**config.mk**
```make
export PLATFORM = sky130hd
export DESIGN_NAME = timestamp_delay_queue
export DESIGN_NICKNAME = d
export VERILOG_FILES = /design/src/hw/rtl/tdq_pkg.sv /design/src/hw/rtl/tdq_ram.sv /design/src/hw/rtl/tdq_front.sv /design/src/hw/rtl/tdq_back.sv /design/src/hw/rtl/timestamp_delay_queue.sv
export SDC_FILE = /design/constraint.sdc
export NUM_CORES = 1
export LEC_CHECK = 0
export BUFFER_PORTS_ARGS = -buffer_cell sky130_fd_sc_hd__buf_2
export CORE_UTILIZATION = 40
export DETAILED_ROUTE_END_ITERATION = 10
export GPL_TIMING_DRIVEN = 0
export PLACE_DENSITY = 0.64
export REMOVE_ABC_BUFFERS = 1
export SLEW_MARGIN = 25
export SYNTH_ARGS = -nofsm -noshare
export SYNTH_HDL_FRONTEND = slang
export SYNTH_HIERARCHICAL = 1
export SYNTH_SLANG_ARGS = --single-unit
```
**constraint.sdc**
```tcl
create_clock -name clock -period 8.65 [get_ports clock]
set_input_delay 0.4325 -clock clock [delete_from_list [all_inputs] [get_ports clock]]
set_output_delay 0.4325 -clock clock [all_outputs]
set_load 0.01 [all_outputs]
```
**src/hw/rtl/tdq_pkg.sv**
```systemverilog
// ----------------------------------------------------------------------------
// Timestamp delay queue package
// Shared item types, field widths and default parameter values.
// ----------------------------------------------------------------------------
`default_nettype none

package tdq_pkg;

   // Fixed field widths of the channels.
   localparam int TIME_FIELD_W = 48;
   localparam int FILL_W       = 7;

   // Defaults for the top-level parameters.
   localparam int DEPTH_DEFAULT     = 16;
   localparam int TIME_BITS_DEFAULT = 48;

   // Entries in the command queue between front and back.
   localparam int CMDQ_DEPTH = 2;

   // One input beat.
   typedef struct packed {
      logic                    action;
      logic                    activate;
      logic [TIME_FIELD_W-1:0] current_time;
   } req_type;

   // One result beat.
   typedef struct packed {
      logic                    finished;
      logic                    has_entry;
      logic [TIME_FIELD_W-1:0] elapsed;
      logic                    last;
      logic                    overflow;
      logic [FILL_W-1:0]       fill;
   } rsp_type;

   // A classified command handed from front to back.
   typedef struct packed {
      logic                    clear;
      logic                    push;
      logic [TIME_FIELD_W-1:0] stamp;
   } cmd_type;

endpackage : tdq_pkg

`default_nettype wire

```
**src/hw/rtl/tdq_ram.sv**
```systemverilog
// ----------------------------------------------------------------------------
// Generic RAM
// One write port and one read port with registered read data.
// ----------------------------------------------------------------------------
`default_nettype none

module tdq_ram #(
   parameter int WIDTH = 48,
   parameter int DEPTH = 16,
   localparam int ADDR_W = (DEPTH > 1) ? $clog2(DEPTH) : 1
) (
   input  wire logic              clock,
   input  wire logic              wr_en,
   input  wire logic [ADDR_W-1:0] wr_addr,
   input  wire logic [WIDTH-1:0]  wr_data,
   input  wire logic              rd_en,
   input  wire logic [ADDR_W-1:0] rd_addr,
   output      logic [WIDTH-1:0]  rd_data
);

   logic [WIDTH-1:0] mem_ff [DEPTH];
   logic [WIDTH-1:0] rd_data_ff;

   // Write port, and a read port whose data holds until the next read.
   always_ff @(posedge clock) begin
      if (wr_en) begin
         mem_ff[wr_addr] <= wr_data;
      end
      if (rd_en) begin
         rd_data_ff <= mem_ff[rd_addr];
      end
   end

   assign rd_data = rd_data_ff;

endmodule : tdq_ram

`default_nettype wire

```
**src/hw/rtl/tdq_front.sv**
```systemverilog
// ----------------------------------------------------------------------------
// Timestamp delay queue front end
// Accepts input beats, classifies them and holds them in a short queue.
// ----------------------------------------------------------------------------
`default_nettype none

module tdq_front (
   input  wire logic             clock,
   input  wire logic             reset,
   input  wire logic             req_valid,
   output      logic             req_stall,
   input  wire tdq_pkg::req_type req_data,
   output      logic             cmd_valid,
   output      tdq_pkg::cmd_type cmd,
   input  wire logic             cmd_pop
);

   localparam int PTR_W = (tdq_pkg::CMDQ_DEPTH > 1) ? $clog2(tdq_pkg::CMDQ_DEPTH) : 1;
   localparam int CNT_W = $clog2(tdq_pkg::CMDQ_DEPTH + 1);

   tdq_pkg::cmd_type q_ff [tdq_pkg::CMDQ_DEPTH];
   logic [PTR_W-1:0] wr_ptr_ff, wr_ptr_in;
   logic [PTR_W-1:0] rd_ptr_ff, rd_ptr_in;
   logic [CNT_W-1:0] cnt_ff, cnt_in;
   tdq_pkg::cmd_type cmd_in;
   logic             push;
   logic             pop;

   // Classify the beat: a clear ignores activate.
   always_comb begin
      cmd_in.clear = req_data.action;
      cmd_in.push  = ~req_data.action & req_data.activate;
      cmd_in.stamp = req_data.current_time;
   end

   assign req_stall = (cnt_ff == CNT_W'(tdq_pkg::CMDQ_DEPTH));
   assign push      = req_valid & ~req_stall;
   assign cmd_valid = (cnt_ff != '0);
   assign pop       = cmd_pop & cmd_valid;
   assign cmd       = q_ff[rd_ptr_ff];

   // Pointer and count updates.
   always_comb begin
      wr_ptr_in = wr_ptr_ff;
      rd_ptr_in = rd_ptr_ff;
      cnt_in    = cnt_ff;
      if (push) begin
         wr_ptr_in = (wr_ptr_ff == PTR_W'(tdq_pkg::CMDQ_DEPTH - 1)) ? '0 : wr_ptr_ff + 1'b1;
      end
      if (pop) begin
         rd_ptr_in = (rd_ptr_ff == PTR_W'(tdq_pkg::CMDQ_DEPTH - 1)) ? '0 : rd_ptr_ff + 1'b1;
      end
      if (push && !pop) begin
         cnt_in = cnt_ff + 1'b1;
      end else if (pop && !push) begin
         cnt_in = cnt_ff - 1'b1;
      end
   end

   always_ff @(posedge clock) begin
      if (reset) begin
         wr_ptr_ff <= '0;
         rd_ptr_ff <= '0;
         cnt_ff    <= '0;
      end else begin
         wr_ptr_ff <= wr_ptr_in;
         rd_ptr_ff <= rd_ptr_in;
         cnt_ff    <= cnt_in;
      end
   end

   // Queue storage needs no reset.
   always_ff @(posedge clock) begin
      if (push) begin
         q_ff[wr_ptr_ff] <= cmd_in;
      end
   end

endmodule : tdq_front

`default_nettype wire

```
**src/hw/rtl/tdq_back.sv**
```systemverilog
// ----------------------------------------------------------------------------
// Timestamp delay queue back end
// Runs commands against the timestamp ring and streams result beats.
// ----------------------------------------------------------------------------
`default_nettype none

module tdq_back #(
   parameter int DEPTH     = tdq_pkg::DEPTH_DEFAULT,
   parameter int TIME_BITS = tdq_pkg::TIME_BITS_DEFAULT
) (
   input  wire logic                             clock,
   input  wire logic                             reset,
   input  wire logic                             cmd_valid,
   input  wire tdq_pkg::cmd_type                 cmd,
   output      logic                             cmd_pop,
   input  wire logic [tdq_pkg::TIME_FIELD_W-1:0] delay,
   output      logic                             rsp_valid,
   input  wire logic                             rsp_stall,
   output      tdq_pkg::rsp_type                 rsp_data
);

   localparam int IDX_W = (DEPTH > 1) ? $clog2(DEPTH) : 1;
   localparam int CNT_W = $clog2(DEPTH + 1);
   localparam int SUM_W = CNT_W + 1;
   localparam int CMP_W = (TIME_BITS > tdq_pkg::TIME_FIELD_W) ? TIME_BITS
                                                               : tdq_pkg::TIME_FIELD_W;

   // Sequencer states.
   localparam logic [2:0] S_IDLE  = 3'd0;
   localparam logic [2:0] S_HREAD = 3'd1;
   localparam logic [2:0] S_HCMP  = 3'd2;
   localparam logic [2:0] S_LOUT  = 3'd3;
   localparam logic [2:0] S_EMPTY = 3'd4;

   logic [2:0]           state_ff, state_in;
   logic [IDX_W-1:0]     head_ff, head_in;
   logic [CNT_W-1:0]     count_ff, count_in;
   logic [IDX_W-1:0]     pos_ff, pos_in;
   logic [CNT_W-1:0]     idx_ff, idx_in;
   logic [TIME_BITS-1:0] now_ff, now_in;
   logic                 fin_ff, fin_in;
   logic                 ovf_ff, ovf_in;
   logic                 rsp_valid_ff, rsp_valid_in;
   tdq_pkg::rsp_type     rsp_data_ff, rsp_data_in;

   logic                 wr_en;
   logic [IDX_W-1:0]     wr_pos;
   logic [SUM_W-1:0]     wr_sum;
   logic                 rd_en;
   logic [IDX_W-1:0]     rd_addr;
   logic [TIME_BITS-1:0] rd_data;
   logic [TIME_BITS-1:0] diff;
   logic                 due;
   logic                 out_free;
   logic                 is_last;
   logic [IDX_W-1:0]     head_inc;
   logic [IDX_W-1:0]     pos_inc;
   logic [IDX_W-1:0]     head_new;
   logic [CNT_W-1:0]     count_new;

   tdq_ram #(
      .WIDTH (TIME_BITS),
      .DEPTH (DEPTH)
   ) u_store (
      .clock   (clock),
      .wr_en   (wr_en),
      .wr_addr (wr_pos),
      .wr_data (TIME_BITS'(cmd.stamp)),
      .rd_en   (rd_en),
      .rd_addr (rd_addr),
      .rd_data (rd_data)
   );

   // Ring arithmetic: tail slot and wrapped increments.
   assign wr_sum   = SUM_W'(head_ff) + SUM_W'(count_ff);
   assign wr_pos   = (wr_sum >= SUM_W'(DEPTH)) ? IDX_W'(wr_sum - SUM_W'(DEPTH))
                                               : IDX_W'(wr_sum);
   assign head_inc = (head_ff == IDX_W'(DEPTH - 1)) ? '0 : head_ff + 1'b1;
   assign pos_inc  = (pos_ff == IDX_W'(DEPTH - 1)) ? '0 : pos_ff + 1'b1;

   // Elapsed time of the entry just read, and the due check on the oldest one.
   assign diff      = now_ff - rd_data;
   assign due       = CMP_W'(diff) >= CMP_W'(delay);
   assign head_new  = due ? head_inc : head_ff;
   assign count_new = due ? count_ff - 1'b1 : count_ff;

   assign out_free = ~rsp_valid_ff | ~rsp_stall;
   assign is_last  = (idx_ff + 1'b1 == count_ff);
   assign cmd_pop  = (state_ff == S_IDLE) & cmd_valid;
   assign wr_en    = cmd_pop & ~cmd.clear & cmd.push & (count_ff != CNT_W'(DEPTH));

   // Sequencer.
   always_comb begin
      state_in     = state_ff;
      head_in      = head_ff;
      count_in     = count_ff;
      pos_in       = pos_ff;
      idx_in       = idx_ff;
      now_in       = now_ff;
      fin_in       = fin_ff;
      ovf_in       = ovf_ff;
      rsp_valid_in = rsp_valid_ff & rsp_stall;
      rsp_data_in  = rsp_data_ff;
      rd_en        = 1'b0;
      rd_addr      = head_ff;

      unique case (state_ff)
         S_IDLE: begin
            if (cmd_valid) begin
               now_in = TIME_BITS'(cmd.stamp);
               fin_in = 1'b0;
               ovf_in = 1'b0;
               if (cmd.clear) begin
                  head_in  = '0;
                  count_in = '0;
                  state_in = S_EMPTY;
               end else begin
                  if (cmd.push) begin
                     if (count_ff == CNT_W'(DEPTH)) begin
                        ovf_in = 1'b1;
                     end else begin
                        count_in = count_ff + 1'b1;
                     end
                  end
                  state_in = S_HREAD;
               end
            end
         end

         // Fetch the oldest entry; a push made last cycle is now in place.
         S_HREAD: begin
            if (count_ff == '0) begin
               state_in = S_EMPTY;
            end else begin
               rd_en    = 1'b1;
               rd_addr  = head_ff;
               state_in = S_HCMP;
            end
         end

         // Retire the oldest entry if its delay has passed, then list the rest or mark empty.
         S_HCMP: begin
            head_in  = head_new;
            count_in = count_new;
            fin_in   = due;
            if (count_new == '0) begin
               state_in = S_EMPTY;
            end else begin
               rd_en    = 1'b1;
               rd_addr  = head_new;
               pos_in   = head_new;
               idx_in   = '0;
               state_in = S_LOUT;
            end
         end

         // One beat per remaining entry, oldest first.
         S_LOUT: begin
            if (out_free) begin
               rsp_valid_in          = 1'b1;
               rsp_data_in.finished  = fin_ff;
               rsp_data_in.has_entry = 1'b1;
               rsp_data_in.elapsed   = tdq_pkg::TIME_FIELD_W'(diff);
               rsp_data_in.last      = is_last;
               rsp_data_in.overflow  = ovf_ff;
               rsp_data_in.fill      = tdq_pkg::FILL_W'(count_ff);
               if (is_last) begin
                  state_in = S_IDLE;
               end else begin
                  rd_en   = 1'b1;
                  rd_addr = pos_inc;
                  pos_in  = pos_inc;
                  idx_in  = idx_ff + 1'b1;
               end
            end
         end

         // A single marker beat when no entry remains.
         S_EMPTY: begin
            if (out_free) begin
               rsp_valid_in          = 1'b1;
               rsp_data_in.finished  = fin_ff;
               rsp_data_in.has_entry = 1'b0;
               rsp_data_in.elapsed   = '0;
               rsp_data_in.last      = 1'b1;
               rsp_data_in.overflow  = ovf_ff;
               rsp_data_in.fill      = '0;
               state_in              = S_IDLE;
            end
         end

         default: begin
            state_in = S_IDLE;
         end
      endcase
   end

   // Control state.
   always_ff @(posedge clock) begin
      if (reset) begin
         state_ff     <= S_IDLE;
         head_ff      <= '0;
         count_ff     <= '0;
         rsp_valid_ff <= 1'b0;
      end else begin
         state_ff     <= state_in;
         head_ff      <= head_in;
         count_ff     <= count_in;
         rsp_valid_ff <= rsp_valid_in;
      end
   end

   // Working registers and the output beat.
   always_ff @(posedge clock) begin
      pos_ff      <= pos_in;
      idx_ff      <= idx_in;
      now_ff      <= now_in;
      fin_ff      <= fin_in;
      ovf_ff      <= ovf_in;
      rsp_data_ff <= rsp_data_in;
   end

   assign rsp_valid = rsp_valid_ff;
   assign rsp_data  = rsp_data_ff;

endmodule : tdq_back

`default_nettype wire

```
**src/hw/rtl/timestamp_delay_queue.sv**
```systemverilog
// A tick beat waits in the command queue; the back end reads the oldest entry,
// retires it if its delay has passed, then gives one result beat per cycle over
// the remaining entries while the output is not stalled, one RAM read each.
// A clear, or a tick that leaves the queue empty, gives a single marker beat.
// A two-entry command queue lets beats be accepted while the back end works.
// Synchronous reset empties the queue and clears the delay register to zero.
// ----------------------------------------------------------------------------
// Timestamp delay queue
// FIFO of start times that retires the oldest once the configured delay passes.
// ----------------------------------------------------------------------------
`default_nettype none

module timestamp_delay_queue #(
   parameter int DEPTH     = tdq_pkg::DEPTH_DEFAULT,
   parameter int TIME_BITS = tdq_pkg::TIME_BITS_DEFAULT
) (
   input  wire logic                             clock,
   input  wire logic                             reset,
   input  wire logic                             req_valid,
   output      logic                             req_stall,
   input  wire tdq_pkg::req_type                 req_data,
   output      logic                             rsp_valid,
   input  wire logic                             rsp_stall,
   output      tdq_pkg::rsp_type                 rsp_data,
   input  wire logic                             csr_valid,
   output      logic                             csr_ready,
   input  wire logic [tdq_pkg::TIME_FIELD_W-1:0] csr_data
);

   logic [tdq_pkg::TIME_FIELD_W-1:0] delay_ff, delay_in;
   logic                             cmd_valid;
   tdq_pkg::cmd_type                 cmd;
   logic                             cmd_pop;

   // Delay register, always ready for a write beat.
   assign csr_ready = 1'b1;
   assign delay_in  = (csr_valid && csr_ready) ? csr_data : delay_ff;

   always_ff @(posedge clock) begin
      if (reset) begin
         delay_ff <= '0;
      end else begin
         delay_ff <= delay_in;
      end
   end

   tdq_front u_front (
      .clock     (clock),
      .reset     (reset),
      .req_valid (req_valid),
      .req_stall (req_stall),
      .req_data  (req_data),
      .cmd_valid (cmd_valid),
      .cmd       (cmd),
      .cmd_pop   (cmd_pop)
   );

   tdq_back #(
      .DEPTH     (DEPTH),
      .TIME_BITS (TIME_BITS)
   ) u_back (
      .clock     (clock),
      .reset     (reset),
      .cmd_valid (cmd_valid),
      .cmd       (cmd),
      .cmd_pop   (cmd_pop),
      .delay     (delay_ff),
      .rsp_valid (rsp_valid),
      .rsp_stall (rsp_stall),
      .rsp_data  (rsp_data)
   );

endmodule : timestamp_delay_queue

`default_nettype wire
```
## Word level (Yosys, flattened, before mapping)

Memory sizes are Yosys's and may differ from the RTL's. A register that Yosys moved wholly into a read port is not among the register bits.
Index checks and enable logic that the tools add are counted.

- Flip-flop bits (word level): 183
- Memory bits (writable): 868
- Input bits: 103
- Output and inout port bits: 62
- Memories: 2

- $add $sub $neg: 12
- $lt $le $gt $ge: 2
- Equality and inequality tests: 19
- Multiplexer cells: 56
- Bitwise logic cells: 15
- Reductions and logical operators: 21

Memories:

| name | words | bits a word | rd ports | clocked after memory_dff | wr ports | RTL line | RTL |
|---|---|---|---|---|---|---|---|
| u_back.u_store.mem_ff | 16 | 48 | 1 | 1 | 1 | tdq_ram.sv:21 | `logic [WIDTH-1:0] mem_ff [DEPTH];` |
| u_front.q_ff | 2 | 50 | 1 | 1 | 1 | tdq_front.sv:21 | `tdq_pkg::cmd_type q_ff [tdq_pkg::CMDQ_DEPTH];` |

Operator list:

| cell | number |
|---|---|
| 59-bit 2-to-1 mux | 2 |
| 59-bit one-hot mux with 2 select lines | 1 |
| 48-bit greater-or-equal comparator | 1 |
| 4-bit 2-to-1 mux | 12 |
| 48-bit subtractor | 1 |
| 5-bit 2-to-1 mux | 8 |
| 4-bit one-hot mux with 2 select lines | 3 |
| 3-bit 2-to-1 mux | 7 |
| 5-bit one-hot mux with 2 select lines | 2 |
| 1-bit 2-to-1 mux | 16 |
| 3-bit one-hot mux with 5 select lines | 1 |
| 4-bit AND reduction | 3 |
| 5-bit by 1-bit adder with 5-bit output, second input constant | 2 |
| 5-bit logical NOT | 2 |
| 2-bit by 1-bit inequality test with 1-bit output, second input constant | 5 |
| 2-bit nonzero test | 5 |
| 4-bit by 1-bit adder with 4-bit output, second input constant | 2 |
| 1-bit AND | 8 |
| 4-bit equality test, second input constant | 2 |
| 4-bit by 5-bit adder with 6-bit output | 1 |
| 3-bit by 2-bit equality test with 1-bit output, second input constant | 2 |
| 6-bit by 5-bit greater-or-equal comparator with 1-bit output, second input constant | 1 |
| 1-bit NOT | 6 |
| 3-bit AND reduction | 2 |
| 23 further kinds | 30 |

## Logic depth before layout (Yosys ltp)

Gate-level depths: netlist of the first run.

- Word-level depth: 7
- Gate-level depth with buffers: 28
- Depth with buffers taken out: 24

## By module

Netlist of the first run, hierarchy kept.

Modules (own cells, without submodules):

| module | times used | cells each | area an instance (µm²) | seq. area each (µm²) |
|---|---|---|---|---|
| tdq_ram | 1 | 1242 | 30171.4 | 24503.5 |
| tdq_back | 1 | 1023 | 9609.2 | 3743.6 |
| tdq_front | 1 | 182 | 3821.2 | 3103.0 |
| timestamp_delay_queue | 1 | 157 | 1740.4 | 960.9 |

## Worst setup path after synthesis of the first run

OpenSTA, ideal clock, no wires.

- Path type: reg-to-reg
- From: register u_back.now_ff[11]
- To: register u_back.u_store.rd_data_ff[0] (netlist: u_back/u_store/rd_data[0]), read port of u_back.u_store.mem_ff (enable)
- Library setup time: 0.469 ns
- Arrival: 6.802 ns
- Data required time: 8.181 ns
- Slack: 1.379 ns
- Cell stages (with the launch flop): 19
- Buffers on the path: 1
- Clock period less this slack: 7.271 ns
- Cells stage by stage: edfxtp_1 ha_1 buf_6 a221o_1 a211o_1 a2111o_1 o211ai_2 nor4b_4 nor2_2 a41oi_2 xnor2_1 ha_1 and4_1 a221oi_2 o211ai_1 or4_1 a21oi_1 o21ai_0 a21oi_1

- Word-level cells in the longest chain between the ends: 6

RTL lines:

| what | RTL line | RTL |
|---|---|---|
| from (decl) | tdq_back.sv:40 | `logic [TIME_BITS-1:0] now_ff, now_in;` |
| from (signal assigned) | tdq_back.sv:217 | `now_ff <= now_in;` |
| 48-bit subtractor | tdq_back.sv:82 | `assign diff = now_ff - rd_data;` |
| net u_back.diff[46] | tdq_back.sv:52 | `logic [TIME_BITS-1:0] diff;` |
| 48-bit greater-or-equal comparator | tdq_back.sv:83 | `assign due = CMP_W'(diff) >= CMP_W'(delay);` |
| 5-bit 2-to-1 mux | tdq_back.sv:85 | `assign count_new = due ? count_ff - 1'b1 : count_ff;` |
| 5-bit logical NOT | tdq_back.sv:146 | `if (count_new == '0) begin` |
| 1-bit 2-to-1 mux | tdq_back.sv:146 |  |
| 1-bit one-hot mux with 3 select lines | tdq_back.sv:107 | `unique case (state_ff)` |
| net u_back.rd_en | tdq_back.sv:49 | `logic rd_en;` |
| to (decl) | tdq_ram.sv:22 | `logic [WIDTH-1:0] rd_data_ff;` |

The timed path passes the listed nets, and every way through them passes these cells.
A chain may end at the register's enable or synchronous reset.

## Worst setup path in the final report of the first run

- From: register u_back.now_ff[9]
- To: register u_back.u_store.rd_data_ff[14] (netlist: u_back/u_store/rd_data[14]), read port of u_back.u_store.mem_ff (data pin)

- Word-level cells in the longest chain between the ends: 6

RTL lines:

| what | RTL line | RTL |
|---|---|---|
| 48-bit subtractor (*) | tdq_back.sv:82 |  |
| net u_back.diff[22] | tdq_back.sv:52 |  |
| 48-bit greater-or-equal comparator (*) | tdq_back.sv:83 |  |
| 5-bit 2-to-1 mux | tdq_back.sv:85 |  |
| 5-bit logical NOT | tdq_back.sv:146 |  |
| 4-bit 2-to-1 mux (*) | tdq_back.sv:146 |  |
| 4-bit one-hot mux with 2 select lines (*) | tdq_back.sv:107 |  |
| net u_back.rd_addr[0] | tdq_back.sv:50 | `logic [IDX_W-1:0] rd_addr;` |

Mark *: on every way through the listed nets, which the timed path passes. The rest lies on a longest branch.

==> impl_results.md, run 1 <==
* Status: complete, no violations
* CP arrival at 8.62 ns
* Cells after Synth at 2,604
* Static Leak at approximately 19 nW
* Post-Route WL at around 120,000 µm
* PD cells at ~310 nW/µm²
* Clock power frac at 0.279
* Sequential fraction of the synthesis area at 0.713
* Ys flop type: edfxtp_1
* Comb power frac at 0.311
* All-Layer GR Usage at 0.201
* Fin cells at 4,613
* Most Frequent Cell on Critical Path: buf_6
* Fmax achieved at between 100 and 150 MHz
* Post-synthesis async set-or-reset flop share at 0
* CP Launch Type: register
* Initial Util at 0.403
* Hold WC Path Type: primary input to register
* RSZ-0062 raised after global routing: false
* DRT antenna net count at 0
* Clock skew at 0.0359 ns
* Root Buffer: clkbuf_16
* Total placed cells including tap cells at 4,304
* DP HPWL at 81,500 µm
* Fin crit share at 0.947
* Die Span Y at between 300 and 400 µm
* Worst-Margin Slew at 0.992 ns
* Die ar. at 115,000 µm²
* Vias in the first global route at 25,900
* Synth unique cells at 86
* Net Sw Power at about 5.6 mW
* Reg2Reg Depth at 27
* CTS max path bufs at 3
* Setup violators final at 0
* Max FO, Critical Path at 10
* Syn_area_per_cell at 17.4 µm²
* Number of diodes at 0
* Largest net degree at the start of global routing at 51
* CTS sink cnt at 1,098
* Vias/cell at about 5.6
* Post-detailed-route wirelength per cell at 25.3 µm
* CP max-delay cell: a311oi_4
* Final Critical Period at 8.19 ns
* Initial antenna violation count at 3
* Grt ovf at 0
* DR vias at 25,800
* Final hold violation count at 0
* Max-cap violation count at 0
* Setup TNS at 0 ns
* Placer Congestion at 0.873
* I/O Buffers at 161
* # DRC at 0
* Yosys warnings at 6
* Post-Route Utilization at 0.489
* Reg clk slew, reported paths at 0.06 ns
* Internal at about 11 mW
* CP peak stage delay at 0.50 ns
* Area delta synth->final at 21.3%
* Post-synth EDFFs at 1,032
* Hold_ws at about 0.026 ns
* Mapped Area at 45,300 µm²
* Boundary Pins at approximately 170
* Hold Path Depth at 3
* Inserted Clock Buffers at between 100 and 150
* Nets@finish at between 3,000 and 4,000
* Flop pwr share at 0.410
* Crit path capture type: register
* WP data required at between 9 and 10 ns
* Cell row count at around 120
* Flops & latches, synth at 1,098
* Max Slew Vio Count at 0
* Fillers at roughly 9,200
* Rel. slew slack at 0.331
* CTS tree: done
* Sw frac at 0.329
* Crit path kind: register to register
* Design Power at 17.1 mW
* Worst skew pair latency at 0.70 ns
* Global-route wire length before repair at 171,000 µm
* 1st-pass router iterations at 5
* Core area at 112,000 µm²
* Maximum VDD drop at 0.189 mV
* DRT iter0 DRCs at 2,630
* Clock H-tree levels at 3
* Share of post-route cells with drive strength above 1 at 0.262
* Chip width at about 340 µm
-- path summary, 6_finish.rpt --
| path | start | end | slack [ns] |
|---|---|---|---|
| worst min register to register | u_back/fin_ff$_SDFFCE_PN0P_ | u_back/rsp_data[58]$_DFFE_PP_ | 0.43 |
| worst min-delay path | csr_data[17] | delay_ff[17]$_SDFFE_PP0P_ | 0.03 |
| worst max register to register | u_back/now_ff[9]$_DFFE_PP_ | u_back/u_store/rd_data[14]$_DFFE_PP_ | 0.46 |
| worst max-delay path | u_back/now_ff[9]$_DFFE_PP_ | u_back/u_store/rd_data[14]$_DFFE_PP_ | 0.46 |
-- critical path: cells and delay by family, from the launching register on --
family / cells / cell delay, ns
and+or+nand+nor: 9 / 2.21
muxes: 1 / 0.50
adders and majority gates: 2 / 0.75
AOI/OAI and AO/OA: 7 / 2.55
buffers and inverters: 7 / 1.25
DFF: 1 / 0.41
xor gates and xnor gates: 1 / 0.20
-- kinds of logic after synthesis --
family / Yosys count / share of synthesized area
AO/OA/AOI/OAI: 374 / 0.0562
XOR/XNOR: 61 / 0.0118
adder cells (fa/ha/maj): 107 / 0.0299
buffers and inverters: 234 / 0.0231
flip-flops: 1098 / 0.713
multiplexers: 300 / 0.121
other: 2 / 0.000166
AND/OR/NAND/NOR: 428 / 0.0457
-- layer usage --
layer  wire length, µm  global-route usage  part of all wire  vias up
met5                 0                   0                 0        -
met4              2690              0.0530             0.023        0
met3             10100              0.0362             0.087      195
met2             53900               0.316              0.46     1141
met1             49800               0.290              0.43    13300
li1                  -                   -                 -    11100
-- cells in the final DEF (no fill, tap or decap), types with 46 or more instances in the layout --
cell type / n
mux2i_1: 58
o21ai_0: 47
mux4_2: 192
nor2_1: 103
inv_1: 116
ha_1: 104
clkbuf_16: 114
dfxtp_1: 65
a22oi_1: 97
a21oi_1: 86
mux2_2: 46
dlygate4sd3_1: 90
edfxtp_1: 1032
nand2_1: 123
buf_16: 47
buf_2: 159
-- repair_timing --
item,CTS,global route
hold buffers,90,0
pin swaps,1,5
gates resized for setup,11,23
endpoints found under the setup margin,31,29
setup buffers,1,7
hold endpoints to repair,139,0
-- sequential cells by signal, summed over array words and instances, names as in the netlist, 2 cells and up, named ones only --
| register | cells |
|---|---|
| delay_ff | 48 |
| u_back/count_ff | 5 |
| u_back/head_ff | 4 |
| u_back/idx_ff | 5 |
| u_back/now_ff | 48 |
| u_back/pos_ff | 4 |
| u_back/rsp_data | 57 |
| u_back/state_ff | 3 |
| u_back/u_store/mem_ff | 768 |
| u_back/u_store/rd_data | 48 |
| u_front/cnt_ff | 2 |
| u_front/q_ff | 100 |
-- power by group through the flow --
stage	Sequential [mW]	Combinational, mW	Clock [mW]
floorplan	7.13	3.29	0
global placement	7.22	5.08	0
finish	7.02	5.33	4.79
global route	7.05	5.76	5.06
detailed placement	7.13	5.02	0
CTS	7.02	5.14	4.87
-- through the flow --
step	instance area, µm²	setup WS [ns]
after CTS	54800	0.000677
after floorplan	44700	-23.28
after global routing	55000	0.0839
final	55000	0.462
after global placement	47400	-36.98
after detailed placement	50200	-0.709
-- layout make-up --
type / instances / area, µm² / share of cell area
well taps: 1500 / 1880 / 0.0341
repair buffers: 411 / 4300 / 0.0782
clock inverters: 84 / 748 / 0.0136
clock buffers: 127 / 2920 / 0.0531
multi-input cells: 1273 / 12400 / 0.225
flip-flops and latches: 1098 / 32300 / 0.588
inverters: 120 / 458 / 0.00833
-- synth_stat cells (4+ instances only) --
cell	count	area (µm²)
a2111oi_0	4	35.0
a211oi_1	11	82.6
a21o_1	32	240
a21oi_1	90	450
a221oi_1	5	43.8
a22oi_1	97	728
a31oi_1	10	62.6
and2_1	46	288
and3_1	12	75.1
buf_1	16	60.1
buf_2	16	80.1
buf_4	23	173
clkbuf_1	54	203
dfxtp_1	66	1320
edfxtp_1	1032	31000
ha_1	105	1310
inv_1	119	447
mux2_1	4	45.0
mux2_2	46	518
mux2i_1	58	581
mux4_2	192	4320
nand2_1	124	465
nand2b_1	11	68.8
nand3_1	31	155
nand4_1	13	81.3
nor2_1	117	439
nor2b_1	15	93.8
nor3_1	17	85.1
nor4_1	6	37.5
o211ai_1	7	52.6
o21a_1	10	75.1
o21ai_0	52	260
o21ai_1	7	35.0
o21bai_1	6	45.0
or2_2	11	68.8
or3_1	5	31.3
xnor2_1	37	324
xor2_1	24	210
(Power assumes the default switching activity.)
==> run 2, diff against run 1 <==
--- a/config.mk
+++ b/config.mk
@@ -5,11 +5,13 @@
 export SDC_FILE = /design/constraint.sdc
 export NUM_CORES = 1
 export LEC_CHECK = 0
+export ABC_AREA = 1
 export BUFFER_PORTS_ARGS = -buffer_cell sky130_fd_sc_hd__buf_2
+export CORE_MARGIN = 3
 export CORE_UTILIZATION = 40
 export DETAILED_ROUTE_END_ITERATION = 10
 export GPL_TIMING_DRIVEN = 0
-export PLACE_DENSITY = 0.64
+export PLACE_DENSITY = 0.63
 export REMOVE_ABC_BUFFERS = 1
 export SLEW_MARGIN = 25
 export SYNTH_ARGS = -nofsm -noshare
==> run 2 against run 1 <==
Compared with the run above: largest cell class unchanged; maximum frequency up 2.9%; power up 18%; flip-flop and latch count unchanged; global-route usage down 0.49 points; sequential share of layout area down 4.2 points; wire length up 14%; first-iteration DRC count up 21%.
==> impl_results.md, run 2 <==
* Core area at 125,000 µm² (+11%)
* Nets@finish at 5,456 (+69%)
* Post-detailed-route wirelength per cell at 19.0 µm (-25%)
* Hold_ws at 0.0434 ns (+0.0170 ns)
* Cell row count at 129 (+4.9%)
* All-Layer GR Usage at 0.196 (-0.00488)
* WL met1 at 55,800 µm (+12%)
* Largest net degree at the start of global routing at 118 (+130%)
* DRT iter0 DRCs at 3,176 (+21%)
* Critical path origin: u_back/now_ff[0]$_DFFE_PP_
* Max reg flops at 768 (unchanged)
* Grt ovf at 0 (unchanged)
* Top-count cell post-synth: nand2_1
* Crit path kind: register to register
* Status: complete, no violations
* Vias in the first global route at 33,100 (+28%)
* Top Metal Used: met4
* Crit path capture type: register
* Die Span Y at 362 µm (+6.9%)
* CTS tree: done
* Final hold violation count at 0 (unchanged)
* Syn_area_per_cell at 10.2 µm² (-41%)
* Main area contributors after synthesis: edfxtp_1 61%, nand2_1 9.9%, inv_1 6.8%, nand3_1 6.1%, dfxtp_1 2.6%
* HP Start: csr_data[1]
* Top cell type by total area after synthesis: edfxtp_1
* CP arrival at 8.37 ns (-0.25 ns)
* PD cells at 342 nW/µm² (+9.8%)
* Clock skew at 0.0336 ns (-0.00225 ns)
* Post-Route WL at 133,000 µm (+14%)
* Root Buffer: clkbuf_16
* # DRC at 0 (unchanged)
* Hold WC Path Type: primary input to register
* RSZ-0062 raised after global routing: false
* DR vias at 34,800 (+35%)
* Static Leak at 25.2 nW (+34%)
* CP Launch Type: register
* Post-Route Utilization at 0.475 (-0.0141)
* Reg2reg start: u_back/now_ff[0]$_DFFE_PP_
* Synth cell count leaders: 1,332 x nand2_1, 1,032 x edfxtp_1, 916 x inv_1, 616 x nand3_1, 285 x nor2_1
* Flops & latches, synth at 1,098 (unchanged)
* CP max-delay cell: fa_1
* I/O Buffers at 161 (unchanged)
* Area delta synth->final at 16.9%
* Mapped Area at 50,700 µm² (+12%)
* Max FO, Critical Path at 59 (+49)
* Post-synthesis async set-or-reset flop share at 0 (unchanged)
* Fin crit share at 0.920 (-0.0268)
* Vias/cell at 4.99 (-11%)
* Share of post-route cells with drive strength above 1 at 0.115 (-0.147)
* Rel. slew slack at 0.356 (+0.0244)
* Yosys top cell area share at 0.611 (-0.0721)
* Initial antenna violation count at 2 (-1)
* Inserted Clock Buffers at 109 (-2.7%)
* Reg clk slew, reported paths at 0.06 ns (about the same)
* Fmax achieved at 126 MHz (+2.9%)
* Commonest non-fill, non-tap cells in the layout: 1,332 x nand2_1, 1,032 x edfxtp_1, 913 x inv_1
* CTS max path bufs at 3 (unchanged)
* Placer Congestion at 0.905 (+3.7%)
* Setup TNS at 0 ns (unchanged)
* 1st-pass router iterations at 6 (+1)
* Register bank with the most flops: u_back/u_store/mem_ff
* Worst skew pair latency at 0.70 ns (about the same)
* Sequential fraction of the synthesis area at 0.637 (-0.0751)
* Yosys warnings at 6 (unchanged)
* Most common cell after layout, fill and taps aside: nand2_1
* Worst-Margin Slew at 0.963 ns (-0.0297 ns)
* Post-synth EDFFs at 1,032 (unchanged)
* Met3 routed WL at 11,100 µm (+9.2%)
* Setup violators final at 0 (unchanged)
* Placed cell areas at 55,100 µm² (+9.9%)
* DRT antenna net count at 0 (unchanged)
* Maximum VDD drop at 0.181 mV (-4.2%)
* Ys flop type: edfxtp_1
* Fillers at 11,100 (+22%)
* Die ar. at 131,000 µm² (+14%)
* Most Frequent Cell on Critical Path: nand2_1
* Final Cell Area at 59,200 µm² (+7.7%)
* Max Slew Vio Count at 0 (unchanged)
* Clock H-tree levels at 3 (unchanged)
* DP HPWL at 89,400 µm (+9.8%)
* Synth unique cells at 61 (-29%)
* WP data required at 9.06 ns (-0.02 ns)
* Storage element area at 32,300 µm² (unchanged)
* Chip width at 362 µm (+6.9%)
* Area of the multi-input gates at 13,800 µm² (+11%)
* Final Critical Period at 7.96 ns (-0.232 ns)
* Met2 wire length at 62,400 µm (+16%)
* CTS sink cnt at 1,098 (unchanged)
* Number of diodes at 0 (unchanged)
* R2R Setup Slk at 0.69 ns (+0.23 ns)
* Cells after Synth at 4,958 (+90%)
* Boundary Pins at 165 (unchanged)
* Global-route wire length before repair at 198,000 µm (+16%)
* CP peak stage delay at 0.53 ns (+0.03 ns)
* Initial Util at 0.406 (+0.00320)
* Max-cap violation count at 0 (unchanged)
run 2: logic make-up after synthesis:
kind of cell    after synthesis  share of synthesized area
compound gates              221                     0.0263
xor+xnor                     54                    0.00963
fa+ha+maj                   107                     0.0267
buf+inv                    1126                     0.0950
flops                      1098                      0.637
mux                          50                     0.0148
other cells                   2                   0.000148
simple gates               2300                      0.190
run 2: final cells by class:
| type | count | share of cell area |
|---|---|---|
| sequential | 1098 | 0.546 |
| multi-input combinational | 2735 | 0.232 |
| timing repair buffer | 369 | 0.0694 |
| inverter | 932 | 0.0598 |
| clock buffer | 143 | 0.0499 |
| tap | 1637 | 0.0346 |
| clock inverter | 57 | 0.00830 |
| timing repair inverter | 1 | 0.000190 |
run 2: through the flow:
step / std cells / power, mW / worst slack [ns]
6_report: 6972 / 20.3 / 0.694
5_1_grt: 6972 / 21.5 / 0.0425
4_1_cts: 6965 / 20.2 / 0.0705
3_5_place_dp: 6715 / 15.5 / -0.0786
3_3_place_gp: 6563 / 14.9 / -34.14
2_1_floorplan: 4765 / 13.1 / -9.80
run 2: repair_timing:
item	CTS	global route
buffers inserted	0	2
hold buffers	49	0
pin swaps	0	1
gates resized for setup	0	2
hold endpoints to repair	98	0
endpoints found under the setup margin	14	40
gates cloned	1	5
run 2: worst paths after layout:
path,end,cells after the start
worst max register to register,u_back/u_store/rd_data[35]$_DFFE_PP_,51
worst min-delay path,delay_ff[1]$_SDFFE_PP0P_,5
worst max-delay path,u_back/u_store/rd_data[35]$_DFFE_PP_,51
worst min register to register,u_back/rsp_data[58]$_DFFE_PP_,0
run 2: worst max-delay path, delay by kind of cell (launching register included):
kind | cells | cell delay [ns]
buffers and inverters | 15 | 2.33
AND/OR/NAND/NOR | 27 | 2.88
flip-flops | 1 | 0.36
adder cells (fa/ha/maj) | 3 | 0.93
AO/OA/AOI/OAI | 6 | 1.10
run 2: where the power goes:
part | internal (mW) | switching (mW) | leakage [nW] | total [mW]
logic | 2.73 | 5.63 | 13.7 | 8.36
clock network | 2.59 | 2.00 | 1.66 | 4.58
registers | 7.04 | 0.276 | 9.90 | 7.32
run 2: metal layers:
layer / vias to the layer above / global-route usage
li1: 16600 / -
met1: 16600 / 0.267
met2: 1335 / 0.324
met3: 202 / 0.0321
met4: 0 / 0.0594
met5: - / 0
